**src/atte_pkg.sv**
```systemverilog
// Shared types and constants for the ANSI text terminal engine.
// No dependencies; imported by every module of the block.
`timescale 1ns / 1ps
`default_nettype none

package atte_pkg;

    localparam int ATTE_MAX_COLS  = 128;
    localparam int ATTE_MAX_ROWS  = 64;
    localparam int CMD_FIFO_DEPTH = 2;

    localparam logic [7:0] COLS_RESET = 8'd80;
    localparam logic [6:0] ROWS_RESET = 7'd25;

    localparam logic REG_COLS = 1'b0;
    localparam logic REG_ROWS = 1'b1;

    localparam logic [7:0] CH_NUL    = 8'h00;
    localparam logic [7:0] CH_BS     = 8'h08;
    localparam logic [7:0] CH_LF     = 8'h0A;
    localparam logic [7:0] CH_ESC    = 8'h1B;
    localparam logic [7:0] CH_SPACE  = 8'h20;
    localparam logic [7:0] CH_ZERO   = 8'h30;
    localparam logic [7:0] CH_NINE   = 8'h39;
    localparam logic [7:0] CH_SEMI   = 8'h3B;
    localparam logic [7:0] CH_QMARK  = 8'h3F;
    localparam logic [7:0] CH_LBRACK = 8'h5B;
    localparam logic [7:0] CH_UP     = 8'h41;
    localparam logic [7:0] CH_DOWN   = 8'h42;
    localparam logic [7:0] CH_RIGHT  = 8'h43;
    localparam logic [7:0] CH_LEFT   = 8'h44;
    localparam logic [7:0] CH_HOME   = 8'h48;
    localparam logic [7:0] CH_ED     = 8'h4A;
    localparam logic [7:0] CH_NB     = 8'h62;
    localparam logic [7:0] CH_SGR    = 8'h6D;
    localparam logic [7:0] CH_RAW    = 8'h72;
    localparam logic [7:0] CH_NOSCR  = 8'h73;

    localparam logic [15:0] PARAM_MAX = 16'hFFFF;
    localparam logic [15:0] FG_BASE   = 16'd30;
    localparam logic [15:0] BG_BASE   = 16'd40;
    localparam logic [15:0] ED_ALL    = 16'd2;
    localparam logic [15:0] PAL_LAST  = 16'd7;

    localparam logic [23:0] FG_RESET = 24'hAAAAAA;
    localparam logic [23:0] BG_RESET = 24'h000000;

    localparam logic [23:0] PALETTE [8] = '{
        24'h000000, 24'hAA0000, 24'h00AA00, 24'hAA5500,
        24'h0000AA, 24'hAA00AA, 24'h00AAAA, 24'hAAAAAA
    };

    typedef enum logic [3:0] {
        OP_NOP,
        OP_PRINT,
        OP_NEWLINE,
        OP_BACKSPACE,
        OP_UP,
        OP_DOWN,
        OP_RIGHT,
        OP_LEFT,
        OP_HOME,
        OP_SGR,
        OP_ED,
        OP_TOG_RAW,
        OP_TOG_NB,
        OP_TOG_SCROLL
    } op_t;

    typedef struct packed {
        op_t         op;
        logic [7:0]  ch;
        logic [15:0] arg_a;
        logic [15:0] arg_b;
    } cmd_t;

endpackage

`default_nettype wire

```
**src/atte_front.sv**
```systemverilog
// Front end: accepts bytes, runs the escape-sequence parser, emits one command per byte.
// Depends on atte_pkg.
`timescale 1ns / 1ps
`default_nettype none

module atte_front
    import atte_pkg::*;
(
    input  wire logic       clk,
    input  wire logic       rst_n,
    input  wire logic       in_valid,
    output logic            in_ready,
    input  wire logic [7:0] byte_in,
    input  wire logic       q_full,
    output logic            q_push,
    output cmd_t            q_cmd
);

    logic        esc_reg, esc_next;
    logic [15:0] p1_reg, p1_next;
    logic [15:0] p2_reg, p2_next;
    logic        second_reg, second_next;
    logic        def1_reg, def1_next;
    logic        def2_reg, def2_next;

    logic [15:0] sel_param;
    logic [19:0] acc;
    logic [15:0] acc_sat;
    logic [15:0] move_v;
    logic        accept;

    assign in_ready = !q_full;
    assign accept   = in_valid && in_ready;
    assign q_push   = accept;

    assign sel_param = second_reg ? p2_reg : p1_reg;
    assign acc       = {1'b0, sel_param, 3'b000} + {3'b000, sel_param, 1'b0}
                     + 20'(byte_in - CH_ZERO);
    assign acc_sat   = (acc[19:16] != 4'd0) ? PARAM_MAX : acc[15:0];
    assign move_v    = def1_reg ? 16'd1 : p1_reg;

    always_comb
    begin
        esc_next    = esc_reg;
        p1_next     = p1_reg;
        p2_next     = p2_reg;
        second_next = second_reg;
        def1_next   = def1_reg;
        def2_next   = def2_reg;
        q_cmd.op    = OP_NOP;
        q_cmd.ch    = byte_in;
        q_cmd.arg_a = '0;
        q_cmd.arg_b = '0;
        if (!esc_reg)
        begin
            unique case (byte_in)
                CH_NUL: q_cmd.op = OP_NOP;
                CH_ESC: esc_next = 1'b1;
                CH_LF:  q_cmd.op = OP_NEWLINE;
                CH_BS:  q_cmd.op = OP_BACKSPACE;
                default: q_cmd.op = OP_PRINT;
            endcase
        end
        else if (byte_in >= CH_ZERO && byte_in <= CH_NINE)
        begin
            if (second_reg)
            begin
                p2_next   = acc_sat;
                def2_next = 1'b0;
            end
            else
            begin
                p1_next   = acc_sat;
                def1_next = 1'b0;
            end
        end
        else if (byte_in == CH_LBRACK)
        begin
            q_cmd.op = OP_NOP;
        end
        else if (byte_in == CH_SEMI)
        begin
            second_next = 1'b1;
        end
        else
        begin
            esc_next    = 1'b0;
            p1_next     = '0;
            p2_next     = '0;
            second_next = 1'b0;
            def1_next   = 1'b1;
            def2_next   = 1'b1;
            q_cmd.arg_a = move_v;
            unique case (byte_in)
                CH_UP:    q_cmd.op = OP_UP;
                CH_DOWN:  q_cmd.op = OP_DOWN;
                CH_RIGHT: q_cmd.op = OP_RIGHT;
                CH_LEFT:  q_cmd.op = OP_LEFT;
                CH_HOME:
                begin
                    q_cmd.op    = OP_HOME;
                    q_cmd.arg_a = (def1_reg || p1_reg == '0) ? '0 : p1_reg - 16'd1;
                    q_cmd.arg_b = (def2_reg || p2_reg == '0) ? '0 : p2_reg - 16'd1;
                end
                CH_SGR:
                begin
                    q_cmd.op    = OP_SGR;
                    q_cmd.arg_a = p1_reg;
                end
                CH_ED:
                begin
                    q_cmd.op    = OP_ED;
                    q_cmd.arg_a = p1_reg;
                end
                CH_RAW:   q_cmd.op = OP_TOG_RAW;
                CH_NB:    q_cmd.op = OP_TOG_NB;
                CH_NOSCR: q_cmd.op = OP_TOG_SCROLL;
                default:
                begin
                    q_cmd.op = OP_PRINT;
                    q_cmd.ch = CH_QMARK;
                end
            endcase
        end
    end

    always_ff @(posedge clk or negedge rst_n)
    begin
        if (!rst_n)
        begin
            esc_reg    <= 1'b0;
            p1_reg     <= '0;
            p2_reg     <= '0;
            second_reg <= 1'b0;
            def1_reg   <= 1'b1;
            def2_reg   <= 1'b1;
        end
        else if (accept)
        begin
            esc_reg    <= esc_next;
            p1_reg     <= p1_next;
            p2_reg     <= p2_next;
            second_reg <= second_next;
            def1_reg   <= def1_next;
            def2_reg   <= def2_next;
        end
    end

endmodule

`default_nettype wire

```
**src/atte_cmd_fifo.sv**
```systemverilog
// Short command queue between the parser front end and the display back end.
// Depends on atte_pkg.
`timescale 1ns / 1ps
`default_nettype none

module atte_cmd_fifo
    import atte_pkg::*;
(
    input  wire logic clk,
    input  wire logic rst_n,
    input  wire logic push,
    input  wire cmd_t din,
    output logic      full,
    input  wire logic pop,
    output cmd_t      dout,
    output logic      empty
);

    localparam int DEPTH = CMD_FIFO_DEPTH;
    localparam int PTR_W = (DEPTH > 1) ? $clog2(DEPTH) : 1;
    localparam int CNT_W = $clog2(DEPTH + 1);
    localparam logic [PTR_W-1:0] PTR_LAST = PTR_W'(DEPTH - 1);

    cmd_t             mem [DEPTH];
    logic [PTR_W-1:0] wr_ptr_reg;
    logic [PTR_W-1:0] rd_ptr_reg;
    logic [CNT_W-1:0] count_reg;

    assign full  = (count_reg == CNT_W'(DEPTH));
    assign empty = (count_reg == '0);
    assign dout  = mem[rd_ptr_reg];

    always_ff @(posedge clk)
    begin
        if (push)
        begin
            mem[wr_ptr_reg] <= din;
        end
    end

    always_ff @(posedge clk or negedge rst_n)
    begin
        if (!rst_n)
        begin
            wr_ptr_reg <= '0;
            rd_ptr_reg <= '0;
            count_reg  <= '0;
        end
        else
        begin
            if (push)
            begin
                wr_ptr_reg <= (wr_ptr_reg == PTR_LAST) ? '0 : wr_ptr_reg + 1'b1;
            end
            if (pop)
            begin
                rd_ptr_reg <= (rd_ptr_reg == PTR_LAST) ? '0 : rd_ptr_reg + 1'b1;
            end
            if (push && !pop)
            begin
                count_reg <= count_reg + 1'b1;
            end
            else if (pop && !push)
            begin
                count_reg <= count_reg - 1'b1;
            end
        end
    end

endmodule

`default_nettype wire

```
**src/atte_back.sv**
```systemverilog
// Back end: executes commands against cursor, colours and mode flags; holds the result register.
// Depends on atte_pkg.
`timescale 1ns / 1ps
`default_nettype none

module atte_back
    import atte_pkg::*;
#(
    parameter int MAX_COLS = ATTE_MAX_COLS,
    parameter int MAX_ROWS = ATTE_MAX_ROWS
)
(
    input  wire logic        clk,
    input  wire logic        rst_n,
    input  wire logic [7:0]  cols_cfg,
    input  wire logic [6:0]  rows_cfg,
    input  wire logic        q_empty,
    input  wire cmd_t        q_cmd,
    output logic             q_pop,
    output logic             out_valid,
    input  wire logic        out_ready,
    output logic             write_valid,
    output logic [6:0]       write_col,
    output logic [5:0]       write_row,
    output logic [7:0]       write_char,
    output logic [23:0]      text_fg,
    output logic [23:0]      text_bg,
    output logic             scroll_up,
    output logic             clear_screen,
    output logic [6:0]       cursor_col,
    output logic [5:0]       cursor_row,
    output logic             raw_mode,
    output logic             nonblocking_mode
);

    localparam int COL_W = $clog2(MAX_COLS);
    localparam int ROW_W = $clog2(MAX_ROWS);
    localparam logic [8:0] MAX_COLS_W = 9'(MAX_COLS);
    localparam logic [8:0] MAX_ROWS_W = 9'(MAX_ROWS);

    logic [COL_W-1:0] col_reg, col_next;
    logic [ROW_W-1:0] row_reg, row_next;
    logic [23:0]      fg_reg, fg_next;
    logic [23:0]      bg_reg, bg_next;
    logic             noscr_reg, noscr_next;
    logic             raw_reg, raw_next;
    logic             nb_reg, nb_next;

    logic             out_valid_reg;
    logic             o_wv_reg;
    logic [6:0]       o_wc_reg;
    logic [5:0]       o_wr_reg;
    logic [7:0]       o_ch_reg;
    logic             o_scroll_reg;
    logic             o_clear_reg;

    logic [8:0]       last_col_w;
    logic [8:0]       last_row_w;
    logic [COL_W-1:0] last_col;
    logic [ROW_W-1:0] last_row;
    logic [COL_W-1:0] col;
    logic [ROW_W-1:0] row;
    logic             wv;
    logic [COL_W-1:0] wc;
    logic [ROW_W-1:0] wr;
    logic [7:0]       wch;
    logic             scroll;
    logic             clear;
    logic [16:0]      row_sum;
    logic [16:0]      col_sum;
    logic [15:0]      fg_idx;
    logic [15:0]      bg_idx;

    assign last_col_w = (cols_cfg == '0) ? '0 :
                        (9'(cols_cfg) > MAX_COLS_W) ? MAX_COLS_W - 9'd1 : 9'(cols_cfg) - 9'd1;
    assign last_row_w = (rows_cfg == '0) ? '0 :
                        (9'(rows_cfg) > MAX_ROWS_W) ? MAX_ROWS_W - 9'd1 : 9'(rows_cfg) - 9'd1;
    assign last_col   = last_col_w[COL_W-1:0];
    assign last_row   = last_row_w[ROW_W-1:0];

    assign col = (col_reg > last_col) ? last_col : col_reg;
    assign row = (row_reg > last_row) ? last_row : row_reg;

    assign row_sum = {1'b0, q_cmd.arg_a} + 17'(row);
    assign col_sum = {1'b0, q_cmd.arg_a} + 17'(col);
    assign fg_idx  = q_cmd.arg_a - FG_BASE;
    assign bg_idx  = q_cmd.arg_a - BG_BASE;

    assign q_pop = !q_empty && (!out_valid_reg || out_ready);

    always_comb
    begin
        col_next   = col;
        row_next   = row;
        fg_next    = fg_reg;
        bg_next    = bg_reg;
        noscr_next = noscr_reg;
        raw_next   = raw_reg;
        nb_next    = nb_reg;
        wv         = 1'b0;
        wc         = col;
        wr         = row;
        wch        = q_cmd.ch;
        scroll     = 1'b0;
        clear      = 1'b0;
        unique case (q_cmd.op)
            OP_PRINT:
            begin
                wv = 1'b1;
                if (col == last_col)
                begin
                    col_next = '0;
                    if (row == last_row)
                    begin
                        scroll = !noscr_reg;
                    end
                    else
                    begin
                        row_next = row + 1'b1;
                    end
                end
                else
                begin
                    col_next = col + 1'b1;
                end
            end
            OP_NEWLINE:
            begin
                col_next = '0;
                if (row == last_row)
                begin
                    scroll = 1'b1;
                end
                else
                begin
                    row_next = row + 1'b1;
                end
            end
            OP_BACKSPACE:
            begin
                if (col != '0 || row != '0)
                begin
                    wv  = 1'b1;
                    wch = CH_SPACE;
                    if (col != '0)
                    begin
                        col_next = col - 1'b1;
                        wc       = col - 1'b1;
                    end
                    else
                    begin
                        row_next = row - 1'b1;
                        col_next = last_col;
                        wr       = row - 1'b1;
                        wc       = last_col;
                    end
                end
            end
            OP_UP:
            begin
                row_next = (q_cmd.arg_a > 16'(row)) ? '0 : row - q_cmd.arg_a[ROW_W-1:0];
            end
            OP_DOWN:
            begin
                row_next = (row_sum > 17'(last_row)) ? last_row : row_sum[ROW_W-1:0];
            end
            OP_RIGHT:
            begin
                col_next = (col_sum > 17'(last_col)) ? last_col : col_sum[COL_W-1:0];
            end
            OP_LEFT:
            begin
                col_next = (q_cmd.arg_a > 16'(col)) ? '0 : col - q_cmd.arg_a[COL_W-1:0];
            end
            OP_HOME:
            begin
                row_next = (q_cmd.arg_a > 16'(last_row)) ? last_row : q_cmd.arg_a[ROW_W-1:0];
                col_next = (q_cmd.arg_b > 16'(last_col)) ? last_col : q_cmd.arg_b[COL_W-1:0];
            end
            OP_SGR:
            begin
                if (q_cmd.arg_a >= FG_BASE && fg_idx <= PAL_LAST)
                begin
                    fg_next = PALETTE[fg_idx[2:0]];
                end
                else if (q_cmd.arg_a >= BG_BASE && bg_idx <= PAL_LAST)
                begin
                    bg_next = PALETTE[bg_idx[2:0]];
                end
            end
            OP_ED:         clear      = (q_cmd.arg_a == ED_ALL);
            OP_TOG_RAW:    raw_next   = !raw_reg;
            OP_TOG_NB:     nb_next    = !nb_reg;
            OP_TOG_SCROLL: noscr_next = !noscr_reg;
            default:
            begin
                wv = 1'b0;
            end
        endcase
    end

    always_ff @(posedge clk or negedge rst_n)
    begin
        if (!rst_n)
        begin
            col_reg       <= '0;
            row_reg       <= '0;
            fg_reg        <= FG_RESET;
            bg_reg        <= BG_RESET;
            noscr_reg     <= 1'b0;
            raw_reg       <= 1'b0;
            nb_reg        <= 1'b0;
            out_valid_reg <= 1'b0;
        end
        else
        begin
            if (q_pop)
            begin
                col_reg   <= col_next;
                row_reg   <= row_next;
                fg_reg    <= fg_next;
                bg_reg    <= bg_next;
                noscr_reg <= noscr_next;
                raw_reg   <= raw_next;
                nb_reg    <= nb_next;
            end
            out_valid_reg <= q_pop || (out_valid_reg && !out_ready);
        end
    end

    always_ff @(posedge clk)
    begin
        if (q_pop)
        begin
            o_wv_reg     <= wv;
            o_wc_reg     <= wv ? 7'(wc) : '0;
            o_wr_reg     <= wv ? 6'(wr) : '0;
            o_ch_reg     <= wv ? wch : '0;
            o_scroll_reg <= scroll;
            o_clear_reg  <= clear;
        end
    end

    assign out_valid        = out_valid_reg;
    assign write_valid      = o_wv_reg;
    assign write_col        = o_wc_reg;
    assign write_row        = o_wr_reg;
    assign write_char       = o_ch_reg;
    assign text_fg          = fg_reg;
    assign text_bg          = bg_reg;
    assign scroll_up        = o_scroll_reg;
    assign clear_screen     = o_clear_reg;
    assign cursor_col       = 7'(col_reg);
    assign cursor_row       = 6'(row_reg);
    assign raw_mode         = raw_reg;
    assign nonblocking_mode = nb_reg;

endmodule

`default_nettype wire

```
**src/ansi_text_terminal_engine_core.sv**
```systemverilog
// Each byte goes through the command queue into the result register that drives out_valid.
// Throughput: one byte per cycle while out_ready is high and the command queue has room.
// A two-entry command queue decouples the parser from the display back end.
// Reset (rst_n low, async): cursor home, parser idle, colours grey on black, flags clear,
// columns_in_use 80, rows_in_use 25. Depends on atte_pkg, atte_front, atte_cmd_fifo, atte_back.
`timescale 1ns / 1ps
`default_nettype none

module ansi_text_terminal_engine_core
    import atte_pkg::*;
#(
    parameter int MAX_COLS = ATTE_MAX_COLS,
    parameter int MAX_ROWS = ATTE_MAX_ROWS
)
(
    input  wire logic        clk,
    input  wire logic        rst_n,
    input  wire logic        psel,
    input  wire logic        penable,
    input  wire logic        pwrite,
    input  wire logic [2:0]  paddr,
    input  wire logic [31:0] pwdata,
    output logic [31:0]      prdata,
    output logic             pready,
    input  wire logic        in_valid,
    output logic             in_ready,
    input  wire logic [7:0]  byte_in,
    output logic             out_valid,
    input  wire logic        out_ready,
    output logic             write_valid,
    output logic [6:0]       write_col,
    output logic [5:0]       write_row,
    output logic [7:0]       write_char,
    output logic [23:0]      text_fg,
    output logic [23:0]      text_bg,
    output logic             scroll_up,
    output logic             clear_screen,
    output logic [6:0]       cursor_col,
    output logic [5:0]       cursor_row,
    output logic             raw_mode,
    output logic             nonblocking_mode
);

    logic [7:0] cols_reg;
    logic [6:0] rows_reg;
    logic       cfg_wr;
    logic       q_full;
    logic       q_empty;
    logic       q_push;
    logic       q_pop;
    cmd_t       push_cmd;
    cmd_t       head_cmd;

    assign pready = 1'b1;
    assign cfg_wr = psel && penable && pwrite && pready;

    always_ff @(posedge clk or negedge rst_n)
    begin
        if (!rst_n)
        begin
            cols_reg <= COLS_RESET;
            rows_reg <= ROWS_RESET;
        end
        else if (cfg_wr)
        begin
            unique case (paddr[2])
                REG_COLS: cols_reg <= pwdata[7:0];
                REG_ROWS: rows_reg <= pwdata[6:0];
                default:  cols_reg <= cols_reg;
            endcase
        end
    end

    always_comb
    begin
        unique case (paddr[2])
            REG_COLS: prdata = {24'd0, cols_reg};
            REG_ROWS: prdata = {25'd0, rows_reg};
            default:  prdata = '0;
        endcase
    end

    atte_front u_front (
        .clk      (clk),
        .rst_n    (rst_n),
        .in_valid (in_valid),
        .in_ready (in_ready),
        .byte_in  (byte_in),
        .q_full   (q_full),
        .q_push   (q_push),
        .q_cmd    (push_cmd)
    );

    atte_cmd_fifo u_fifo (
        .clk   (clk),
        .rst_n (rst_n),
        .push  (q_push),
        .din   (push_cmd),
        .full  (q_full),
        .pop   (q_pop),
        .dout  (head_cmd),
        .empty (q_empty)
    );

    atte_back #(
        .MAX_COLS (MAX_COLS),
        .MAX_ROWS (MAX_ROWS)
    ) u_back (
        .clk              (clk),
        .rst_n            (rst_n),
        .cols_cfg         (cols_reg),
        .rows_cfg         (rows_reg),
        .q_empty          (q_empty),
        .q_cmd            (head_cmd),
        .q_pop            (q_pop),
        .out_valid        (out_valid),
        .out_ready        (out_ready),
        .write_valid      (write_valid),
        .write_col        (write_col),
        .write_row        (write_row),
        .write_char       (write_char),
        .text_fg          (text_fg),
        .text_bg          (text_bg),
        .scroll_up        (scroll_up),
        .clear_screen     (clear_screen),
        .cursor_col       (cursor_col),
        .cursor_row       (cursor_row),
        .raw_mode         (raw_mode),
        .nonblocking_mode (nonblocking_mode)
    );

endmodule

`default_nettype wire

```
**config.mk**
```make
export PLATFORM = sky130hd
export DESIGN_NAME = ansi_text_terminal_engine_core
export DESIGN_NICKNAME = d
export VERILOG_FILES = /design/src/atte_pkg.sv /design/src/atte_front.sv /design/src/atte_cmd_fifo.sv /design/src/atte_back.sv /design/src/ansi_text_terminal_engine_core.sv
export SDC_FILE = /design/constraint.sdc
export NUM_CORES = 1
export LEC_CHECK = 0
export BUFFER_PORTS_ARGS = -buffer_cell sky130_fd_sc_hd__buf_4
export CELL_PAD_IN_SITES_DETAIL_PLACEMENT = 2
export CELL_PAD_IN_SITES_GLOBAL_PLACEMENT = 2
export CORE_MARGIN = 2
export CORE_UTILIZATION = 34
export CTS_CLUSTER_SIZE = 14
export DETAILED_ROUTE_END_ITERATION = 8
export GPL_ROUTABILITY_DRIVEN = 1
export PLACE_DENSITY_LB_ADDON = 0.1
export SLEW_MARGIN = 5
export SYNTH_ARGS = -nofsm -noshare
export SYNTH_HDL_FRONTEND = slang
export SYNTH_SLANG_ARGS = --single-unit
```
**constraint.sdc**
```tcl
create_clock -name clk -period 6.2 [get_ports clk]
set_clock_uncertainty 0.2 [all_clocks]
set_input_delay 1.24 -clock clk [delete_from_list [all_inputs] [get_ports clk]]
set_output_delay 1.24 -clock clk [all_outputs]
set_load 0.01 [all_outputs]
```
==> results.tsv, run 1 <==
stage	metric	value	unit
worst_setup_path	crit_fanout	10	
clocking	cts_root_buf	clkbuf_16	
power_and_ir_drop	leakagePower	8.50	nW
sta	tightest_slew	1.25	ns
clocking	clock_sinks	192	
logic_synthesis	syn-cell-area	16400	µm²
global_routing	grt_antenna_before_repair	0	
power_and_ir_drop	ir_drop	0.440	mV
final_layout	area_growth	23.1	%
logic_synthesis	syn_avg_cell_area	8.94	µm²
global_routing	grt_max_degree	48	
logic_synthesis	synth_top_area_cell	edfxtp_1	
clocking	clkSlewWorstSetupHoldPaths	0.08	ns
power_and_ir_drop	p_per_area	689	nW/µm²
placed_design	dp.cells	2627	
detailed_routing	firstDrtPassIters	5	
min_path	hold_path.class	flop to flop	
final_layout	antennaDiodeCount	0	
clocking	cts_hold_buf	0	
floorplanning	io-pin-count	172	
final_layout	nNetsFinal	2243	
worst_setup_path	critical_path_class	flop to flop	
logic_synthesis	synth_top_area_share	20.5	%
outcome	outcome	complete, no violations	
clocking	clockBufferDepth	2	
clocking	clk_latency	0.49	ns
global_routing	grt_pass1_wl	96800	µm
placed_design	hpwlAfterDp	49000	µm
worst_setup_path	arrival	6.34	ns
logic_synthesis	yosys_warnings	0	
sta	setup_violations	0	
sta	period_minus_slack	6.19	ns
sta	fmax	162	MHz
clocking	cts_buffers	17	
sta	grt_setup_unrepaired	true	
worst_setup_path	crit_path_start_kind	flop	
floorplanning	fp.coreArea	47600	µm²
floorplanning	die_h	224	µm
sta	finalMaxSlewViolations	0	
placed_design	port_buffers	104	
logic_synthesis	synth.distinct_cells	88	
global_routing	grt_pass1_vias	16550	
sta	timing.setup.tns	0	ns
logic_synthesis	ys_ff_latch	192	
detailed_routing	ant_nets	0	
global_routing	grtUsageTotal	25.1	%
logic_synthesis	synth_edf_count	112	
final_layout	drive_gt1_share	26.8	%
detailed_routing	wl_per_cell	23.6	µm
sta	fin_crit_sh	99.8	%
global_routing	overflow	0	
logic_synthesis	ys_top_cells_by_area	edfxtp_1 (21%), dfrtp_1 (11%), ha_1 (8.8%)	
logic_synthesis	ys.flop_type	edfxtp_1	
final_layout	fill_cells	5217	
final_layout	fin_cells	2687	
floorplanning	dieArea	50000	µm²
floorplanning	die_w	224	µm
logic_synthesis	syn_inst	1833	
power_and_ir_drop	power	13.9	mW
logic_synthesis	synth_seq_area_share	32.8	%
run	drv_cap	0	
detailed_routing	drc	0	
detailed_routing	wirelength	63400	µm
sta	max-slew-margin-rel	16.3	%
placed_design	gp_congestion	0.881	
floorplanning	rows	80	
floorplanning	start_util	34.4	%
sta	hold_violations	0	
detailed_routing	viasPerCell	5.62	
final_layout	largest_reg_flops	88	
clocking	htree_levels	4	
worst_setup_path	cp-end-kind	flop	
logic_synthesis	async_flop_share	41.7	%
detailed_routing	vias	15111	
clocking	cts_tree	built	
detailed_routing	drt_iter0_drc	611	
worst_setup_path	crit_required	6.35	ns
[cells by family after synthesis]
group                      synth area share (%)
and+or+nand+nor                            19.1
muxes                                      7.27
xor gates and xnor gates                   4.12
adders and majority gates                  11.2
buffers and inverters                      7.28
DFF                                        32.8
other                                    0.0458
AOI/OAI and AO/OA                          18.2
[placed cells by master (no fill, tap or decap), types with 13 or more instances in the layout]
master     netlist  layout
buf_4           68     302
nor2_1         192     182
nand2_1        119     114
edfxtp_1       112     112
a21oi_1        110     101
ha_1           115      95
inv_1          106      92
o21ai_0         94      88
dfrtp_1         70      68
mux2i_1         56      55
mux2_2          56      53
xnor2_1         49      47
conb_1           2      41
nor3_1          49      40
nand3_1         40      39
nand4_1         29      29
xor2_1          28      27
nor4_1          28      27
nand2b_1        23      21
a21o_1          22      20
and3_1          22      20
o22ai_1         20      18
or3_1           20      17
fa_1            19      17
clkbuf_16        0      17
a211oi_1        20      16
o211ai_1        16      16
ha_4             0      16
nor2b_1         16      15
inv_2            1      15
o221ai_1        16      15
o31ai_1         17      15
a31oi_1         16      14
a22o_1          14      13
[layer usage]
layer	GRT usage, %	routed length [µm]	vias up
met5	0	0	-
met4	9.85	1710	0
met3	2.70	1480	87
met2	45.6	33400	222
met1	30.2	26900	7707
li1	-	-	7095
[critical path, cell delays in order (launching register included)]
cell and delay, ns:
dfstp_2 0.39, buf_4 0.18, or4b_2 0.65, o32ai_2 0.21
nor2_2 0.11, inv_2 0.10, ha_4 0.20, nand4_1 0.14
a21oi_2 0.07, o32a_4 0.41, a21o_1 0.24, ha_2 0.20
fa_2 0.34, nor2b_4 0.14, nor2_1 0.08, nor2_1 0.06
nor2_2 0.14, xnor2_2 0.16, ha_1 0.28, nand4_1 0.10
nor2_1 0.07, nor2_1 0.11, a21boi_1 0.08, o22ai_2 0.23
and4b_2 0.37, mux2_4 0.34, a221o_1 0.30, a2bb2oi_1 0.16
[where the power goes]
group	internal, mW	switching, mW	leakage, nW
combinational	4.48	6.02	6.17
clock	0.575	0.593	0.286
sequential	1.81	0.428	2.05
[metrics by stage]
| stage | setup WS [ns] | hold WS (ns) | instance area, µm² | utilization [%] |
|---|---|---|---|---|
| after global routing | -0.149 | 0.303 | 20200 | 42.3 |
| after global placement | -0.343 | 0.259 | 18700 | 39.2 |
| final | 0.0124 | 0.273 | 20200 | 42.3 |
| after floorplan | 0.0195 | 0.245 | 16600 | - |
| after CTS | -0.00101 | 0.280 | 19600 | 41.1 |
| after detailed placement | -0.570 | 0.266 | 18700 | 39.2 |
[final timing paths]
check	slack [ns]	to	startpoint	cells after the start
setup / recovery	0.01	u_back.cursor_row[1]	rows_reg[0]	27
hold / removal	0.27	u_back.raw_mode	u_back.raw_mode	1
setup reg to reg	0.01	u_back.cursor_row[1]	rows_reg[0]	27
hold reg to reg	0.27	u_back.raw_mode	u_back.raw_mode	1
max in group asynchronous	4.15	rows_reg[2]	rst_n	2
min in group asynchronous	0.57	u_front.p2_reg[15]	rst_n	1
[cell usage after synthesis, types with 20 or more instances]
| cell | n |
|---|---|
| dfrtp_1 | 70 |
| a21oi_1 | 110 |
| o22ai_1 | 20 |
| a211oi_1 | 20 |
| ha_1 | 115 |
| inv_1 | 106 |
| a21o_1 | 22 |
| edfxtp_1 | 112 |
| nor3_1 | 49 |
| or3_1 | 20 |
| nand3_1 | 40 |
| nand4_1 | 29 |
| xor2_1 | 28 |
| buf_4 | 68 |
| and3_1 | 22 |
| nand2b_1 | 23 |
| nor2_1 | 192 |
| nand2_1 | 119 |
| o21ai_0 | 94 |
| mux2_2 | 56 |
| xnor2_1 | 49 |
| mux2i_1 | 56 |
| clkbuf_1 | 62 |
| nor4_1 | 28 |
[final cells by class]
| type | instances | area, µm² | share of cell area (%) |
|---|---|---|---|
| multi-input combinational | 1432 | 10700 | 52.9 |
| sequential | 192 | 5380 | 26.7 |
| timing repair buffer | 308 | 2340 | 11.6 |
| tap | 615 | 769 | 3.81 |
| clock buffer | 18 | 429 | 2.13 |
| inverter | 108 | 408 | 2.02 |
| clock inverter | 14 | 173 | 0.856 |
[timing repair]
action / 4_1_cts / 5_1_grt
endpoints found under the setup margin: 13 / 13
setup buffers: 12 / 16
gates resized for setup: 51 / 93
hold endpoints to repair: 0 / 0
pin swaps: 20 / 48
Power figures use the tool's default switching activity.
==> run 2, diff against run 1 <==
--- a/config.mk
+++ b/config.mk
@@ -5,13 +5,13 @@
 export SDC_FILE = /design/constraint.sdc
 export NUM_CORES = 1
 export LEC_CHECK = 0
-export BUFFER_PORTS_ARGS = -buffer_cell sky130_fd_sc_hd__buf_4
 export CELL_PAD_IN_SITES_DETAIL_PLACEMENT = 2
 export CELL_PAD_IN_SITES_GLOBAL_PLACEMENT = 2
 export CORE_MARGIN = 2
-export CORE_UTILIZATION = 34
+export CORE_UTILIZATION = 37
 export CTS_CLUSTER_SIZE = 14
 export DETAILED_ROUTE_END_ITERATION = 8
+export DONT_BUFFER_PORTS = 1
 export GPL_ROUTABILITY_DRIVEN = 1
 export PLACE_DENSITY_LB_ADDON = 0.1
 export SLEW_MARGIN = 5
==> results.tsv, run 2 (synthesis gave the netlist of run 1 again) <==
stage	metric	value	unit	change
outcome	outcome	finished, violations left		
outcome	violations	negative setup slack		
worst_setup_path	max_stage_delay	0.56	ns	-0.09 ns
sta	max-slew-margin-rel	13.1	%	-3.2 points
placed_design	dp.cells	2506		-4.6%
final_layout	drive_gt1_share	21.6	%	-5.2 points
placed_design	gp_congestion	0.880		about the same
global_routing	grt_max_degree	81		+69%
clocking	clkSlewWorstSetupHoldPaths	0.08	ns	about the same
clocking	clockBufferDepth	2		unchanged
global_routing	grt_pass1_vias	16192		-2.2%
detailed_routing	wl_per_cell	24.7	µm	+4.7%
detailed_routing	drt_iter0_drc	853		+40%
sta	fmax	151	MHz	-6.6%
clocking	htree_levels	4		unchanged
worst_setup_path	critical_path_class	flop to flop		
final_layout	largest_reg_flops	88		unchanged
worst_setup_path	crit_required	6.34	ns	about the same
sta	grt_setup_unrepaired	true		
worst_setup_path	crit_fanout	4		-6
detailed_routing	ant_nets	0		unchanged
sta	worst_slack	-0.423	ns	-0.435 ns
sta	period_minus_slack	6.62	ns	+0.435 ns
clocking	cts_tree	built		
clocking	cts_root_buf	clkbuf_16		
sta	tightest_slew	1.30	ns	+0.0479 ns
worst_setup_path	critPathBufInv	6		+4
global_routing	grtUsageTotal	26.8	%	+1.8 points
worst_setup_path	cp-end-kind	flop		
power_and_ir_drop	leakagePower	7.97	nW	-6.3%
sta	setup_violations	7		+7
floorplanning	start_util	37.3	%	+2.9 points
final_layout	layout_commonest_cell	buf_4		
clocking	clk_latency	0.48	ns	about the same
sta	finalMaxSlewViolations	0		unchanged
global_routing	overflow	0		unchanged
final_layout	finalInstanceArea	19200	µm²	-5.0%
sta	hold-worst-slack	0.263	ns	-0.00993 ns
floorplanning	die_h	214	µm	-4.1%
final_layout	area_growth	17.0	%	
power_and_ir_drop	p_per_area	699	nW/µm²	+1.4%
placed_design	dp_slack	-0.622	ns	-0.0515 ns
placed_design	port_buffers	0		-100%
worst_setup_path	slowest_stage	dfstp_2		
sta	hold_violations	0		unchanged
floorplanning	rows	77		-3.8%
detailed_routing	vias	14993		-0.78%
clocking	cts_buffers	17		unchanged
placed_design	placed_area	17900	µm²	-4.1%
floorplanning	fp.coreArea	43900	µm²	-7.8%
final_layout	fin_cells	2562		-4.7%
worst_setup_path	crit_family	compound AO/OA/AOI/OAI gates		
floorplanning	die_w	214	µm	-4.1%
floorplanning	io-pin-count	172		unchanged
worst_setup_path	cpMostUsedCell	ha_4		
detailed_routing	wirelength	63300	µm	-0.22%
clocking	clock_sinks	192		unchanged
sta	fin_crit_sh	107	%	+7.0 points
floorplanning	dieArea	46000	µm²	-8.0%
placed_design	hpwlAfterDp	48000	µm	-2.0%
final_layout	final_cell_mix	buf_4 (198), nor2_1 (183), nand2_1 (113)		
detailed_routing	firstDrtPassIters	5		unchanged
global_routing	grt_pass1_wl	96400	µm	-0.37%
detailed_routing	viasPerCell	5.85		+4.1%
power_and_ir_drop	ir_drop	0.495	mV	+13%
global_routing	grt_antenna_before_repair	1		+1
min_path	hold_path.class	input port to async pin		
run	drv_cap	0		unchanged
worst_setup_path	arrival	6.76	ns	+0.42 ns
detailed_routing	drc	0		unchanged
final_layout	nNetsFinal	2140		-4.6%
worst_setup_path	crit_path_start_kind	flop		
[run 2: where the power goes]
part           total, mW  switching, mW  leakage [nW]  internal, mW
registers           2.29          0.479          2.05          1.82
logic               10.0           5.87          5.65          4.13
clock network       1.11          0.567         0.268         0.541
total               13.4           6.92          7.97          6.48
[run 2: repair_timing]
action,in CTS,in global routing
setup buffers,10,13
setup endpoints to repair,13,13
hold buffers,0,0
gates resized for setup,58,55
pin swaps,23,34
[run 2: area by class of cell]
cell class | instances | area, µm²
clock inverters | 10 | 106
well taps | 592 | 741
inverters | 108 | 410
diodes | 1 | 2.50
clock buffers | 22 | 454
multi-input cells | 1432 | 10500
fillers | 4916 | 24800
repair buffers | 205 | 1580
flip-flops and latches | 192 | 5380
[run 2: final timing paths]
| path | slack, ns | depth (start not counted) | end | startpoint |
|---|---|---|---|---|
| min in group clk | 0.29 | 1 | u_back.noscr_reg | u_back.noscr_reg |
| max in group asynchronous | 5.28 | 0 | u_back.text_fg[7] | rst_n |
| worst max register to register | -0.42 | 29 | u_back.cursor_row[2] | rows_reg[0] |
| worst min register to register | 0.29 | 1 | u_back.noscr_reg | u_back.noscr_reg |
| worst max-delay path | -0.42 | 29 | u_back.cursor_row[2] | rows_reg[0] |
| worst min-delay path | 0.26 | 0 | cols_reg[2] | rst_n |
[run 2: stage by stage]
| stage | util [%] | TNS (ns) | power (mW) |
|---|---|---|---|
| after global placement | 40.8 | -1.87 | 10.9 |
| after detailed placement | 40.8 | -4.76 | 11.3 |
| after CTS | 42.8 | 0 | 12.8 |
| after floorplan | - | 0 | 7.71 |
| after global routing | 43.6 | -4.42 | 14.3 |
| final | 43.6 | -2.01 | 13.4 |
[run 2: layer usage]
metal | global-route usage (%) | wire length (µm)
met5 | 0 | 0
met3 | 3.08 | 1740
met2 | 48.9 | 32600
met1 | 32.3 | 26500
met4 | 10.5 | 2390
==> run 3, diff against run 2 <==
--- a/config.mk
+++ b/config.mk
@@ -8,7 +8,7 @@
 export CELL_PAD_IN_SITES_DETAIL_PLACEMENT = 2
 export CELL_PAD_IN_SITES_GLOBAL_PLACEMENT = 2
 export CORE_MARGIN = 2
-export CORE_UTILIZATION = 37
+export CORE_UTILIZATION = 35
 export CTS_CLUSTER_SIZE = 14
 export DETAILED_ROUTE_END_ITERATION = 8
 export DONT_BUFFER_PORTS = 1
==> results.tsv, run 3 (synthesis gave the netlist of run 1 again) <==
stage	metric	value	unit	change
floorplanning	io-pin-count	172		unchanged
sta	tightest_slew	1.16	ns	-0.138 ns
placed_design	gp_congestion	0.883		+0.32%
clocking	clock_sinks	192		unchanged
detailed_routing	wl_per_cell	24.6	µm	-0.26%
global_routing	grt_pass1_vias	16338		+0.90%
final_layout	layout_commonest_cell	buf_4		
sta	setup_violations	4		-3
detailed_routing	viasPerCell	5.74		-1.9%
final_layout	nNetsFinal	2155		+0.70%
placed_design	dp_slack	-0.589	ns	+0.0331 ns
sta	max-slew-margin-rel	22.3	%	+9.2 points
detailed_routing	drt_iter0_drc	704		-17%
global_routing	overflow	0		unchanged
worst_setup_path	crit_family	compound AO/OA/AOI/OAI gates		
sta	finalMaxSlewViolations	0		unchanged
detailed_routing	wirelength	63900	µm	+0.87%
detailed_routing	met1_length	26800	µm	+0.94%
placed_design	port_buffers	0		unchanged
detailed_routing	ant_nets	0		unchanged
detailed_routing	vias	14876		-0.78%
detailed_routing	met2_length	33600	µm	+3.0%
floorplanning	rows	79		+2.6%
worst_setup_path	cp-end-kind	flop		
final_layout	post-route-util	42.3	%	-1.4 points
clocking	cts_tree	built		
global_routing	grtUsageTotal	26.2	%	-0.69 points
worst_setup_path	critical_path_class	flop to flop		
sta	grt_setup_unrepaired	true		
sta	hold_violations	0		unchanged
clocking	htree_levels	4		unchanged
clocking	clk_latency	0.50	ns	+0.02 ns
floorplanning	fp.coreArea	46400	µm²	+5.5%
worst_setup_path	arrival	6.52	ns	-0.24 ns
run	drv_cap	0		unchanged
clocking	clkSlewWorstSetupHoldPaths	0.08	ns	about the same
final_layout	fill_cells	5062		+3.0%
final_layout	final_cell_mix	buf_4 (213), nor2_1 (186), nand2_1 (112), edfxtp_1 (112), a21oi_1 (98)		
sta	fmax	157	MHz	+4.3%
outcome	violations	negative setup slack		
clocking	cts_buffers	17		unchanged
sta	worst_slack	-0.151	ns	+0.272 ns
worst_setup_path	r2r-start	rows_reg[1]		
final_layout	drive_gt1_share	23.8	%	+2.2 points
final_layout	largest_reg_flops	88		unchanged
min_path	hold_path.class	input port to async pin		
detailed_routing	wl_met3	1650	µm	-5.1%
detailed_routing	top_layer	met4		
worst_setup_path	critPathBufInv	5		-1
detailed_routing	drc	0		unchanged
worst_setup_path	crit_required	6.37	ns	+0.03 ns
worst_setup_path	slowest_stage	or4b_4		
final_layout	antennaDiodeCount	0		-1
worst_setup_path	max_stage_delay	0.48	ns	-0.08 ns
worst_setup_path	cp-startpoint	rows_reg[1]		
outcome	outcome	finished, violations left		
global_routing	grt_pass1_wl	97000	µm	+0.58%
global_routing	grt_antenna_before_repair	0		-1
placed_design	hpwlAfterDp	48700	µm	+1.4%
floorplanning	start_util	35.3	%	-2.0 points
final_layout	area_growth	19.6	%	
global_routing	grt_max_degree	81		unchanged
floorplanning	die_h	220	µm	+2.8%
sta	fin_crit_sh	102	%	-4.4 points
floorplanning	die_w	220	µm	+2.8%
floorplanning	dieArea	48600	µm²	+5.6%
sta	period_minus_slack	6.35	ns	-0.272 ns
clocking	clockBufferDepth	2		unchanged
clocking	cts_root_buf	clkbuf_16		
worst_setup_path	crit_path_start_kind	flop		
detailed_routing	firstDrtPassIters	5		unchanged
worst_setup_path	crit_fanout	5		+1
-- run 3: cell types whose count changed in the layout (fill, tap and decap cells not counted), sizes merged --
cell	change
bufinv	+1
buf	+15
clkbuf	-5
clkinv	+1
inv	+3
diode	-1
-- run 3: final cells by class --
cell class / count / area [µm²] / area share (%)
Multi-Input combinational cell: 1432 / 10800 / 54.9
Sequential cell: 192 / 5380 / 27.5
Timing Repair Buffer: 220 / 1690 / 8.61
Inverter: 108 / 410 / 2.10
Tap cell: 607 / 759 / 3.88
Clock buffer: 17 / 425 / 2.17
Clock inverter: 15 / 176 / 0.901
-- run 3: metal layers --
metal,GRT usage [%],up-vias
met2,47.9,231
met3,3.27,97
li1,-,6912
met4,8.55,0
met1,31.6,7636
met5,0,-
-- run 3: worst paths after layout --
kind                                   endpoint  slack (ns)  cells after the start
hold / removal               u_front.p2_reg[15]        0.24                      0
hold reg to reg                u_back.noscr_reg        0.28                      1
max in group asynchronous           cols_reg[4]        5.30                      0
setup / recovery           u_back.cursor_row[1]       -0.15                     27
min in group clk               u_back.noscr_reg        0.28                      1
setup reg to reg           u_back.cursor_row[1]       -0.15                     27
-- run 3: stage by stage --
stage               area (µm²)  hold WS (ns)  cells  setup TNS (ns)
CTS                      19000         0.202   2577          -0.113
finish                   19600         0.237   2591          -0.304
global route             19600         0.214   2591           -2.05
global placement         18000         0.264   2525           -2.50
detailed placement       18000         0.267   2525           -5.63
floorplan                16600         0.245   1872               0
-- run 3: repair_timing --
item / in CTS / in global routing
hold buffers: 0 / 0
resized for setup: 65 / 96
pin swaps: 24 / 49
endpoints found under the setup margin: 13 / 13
buffers inserted: 20 / 15
Power of run 3 is not shown: default switching activity piles up to over one toggle a cycle in this logic, so the estimate is an artifact.
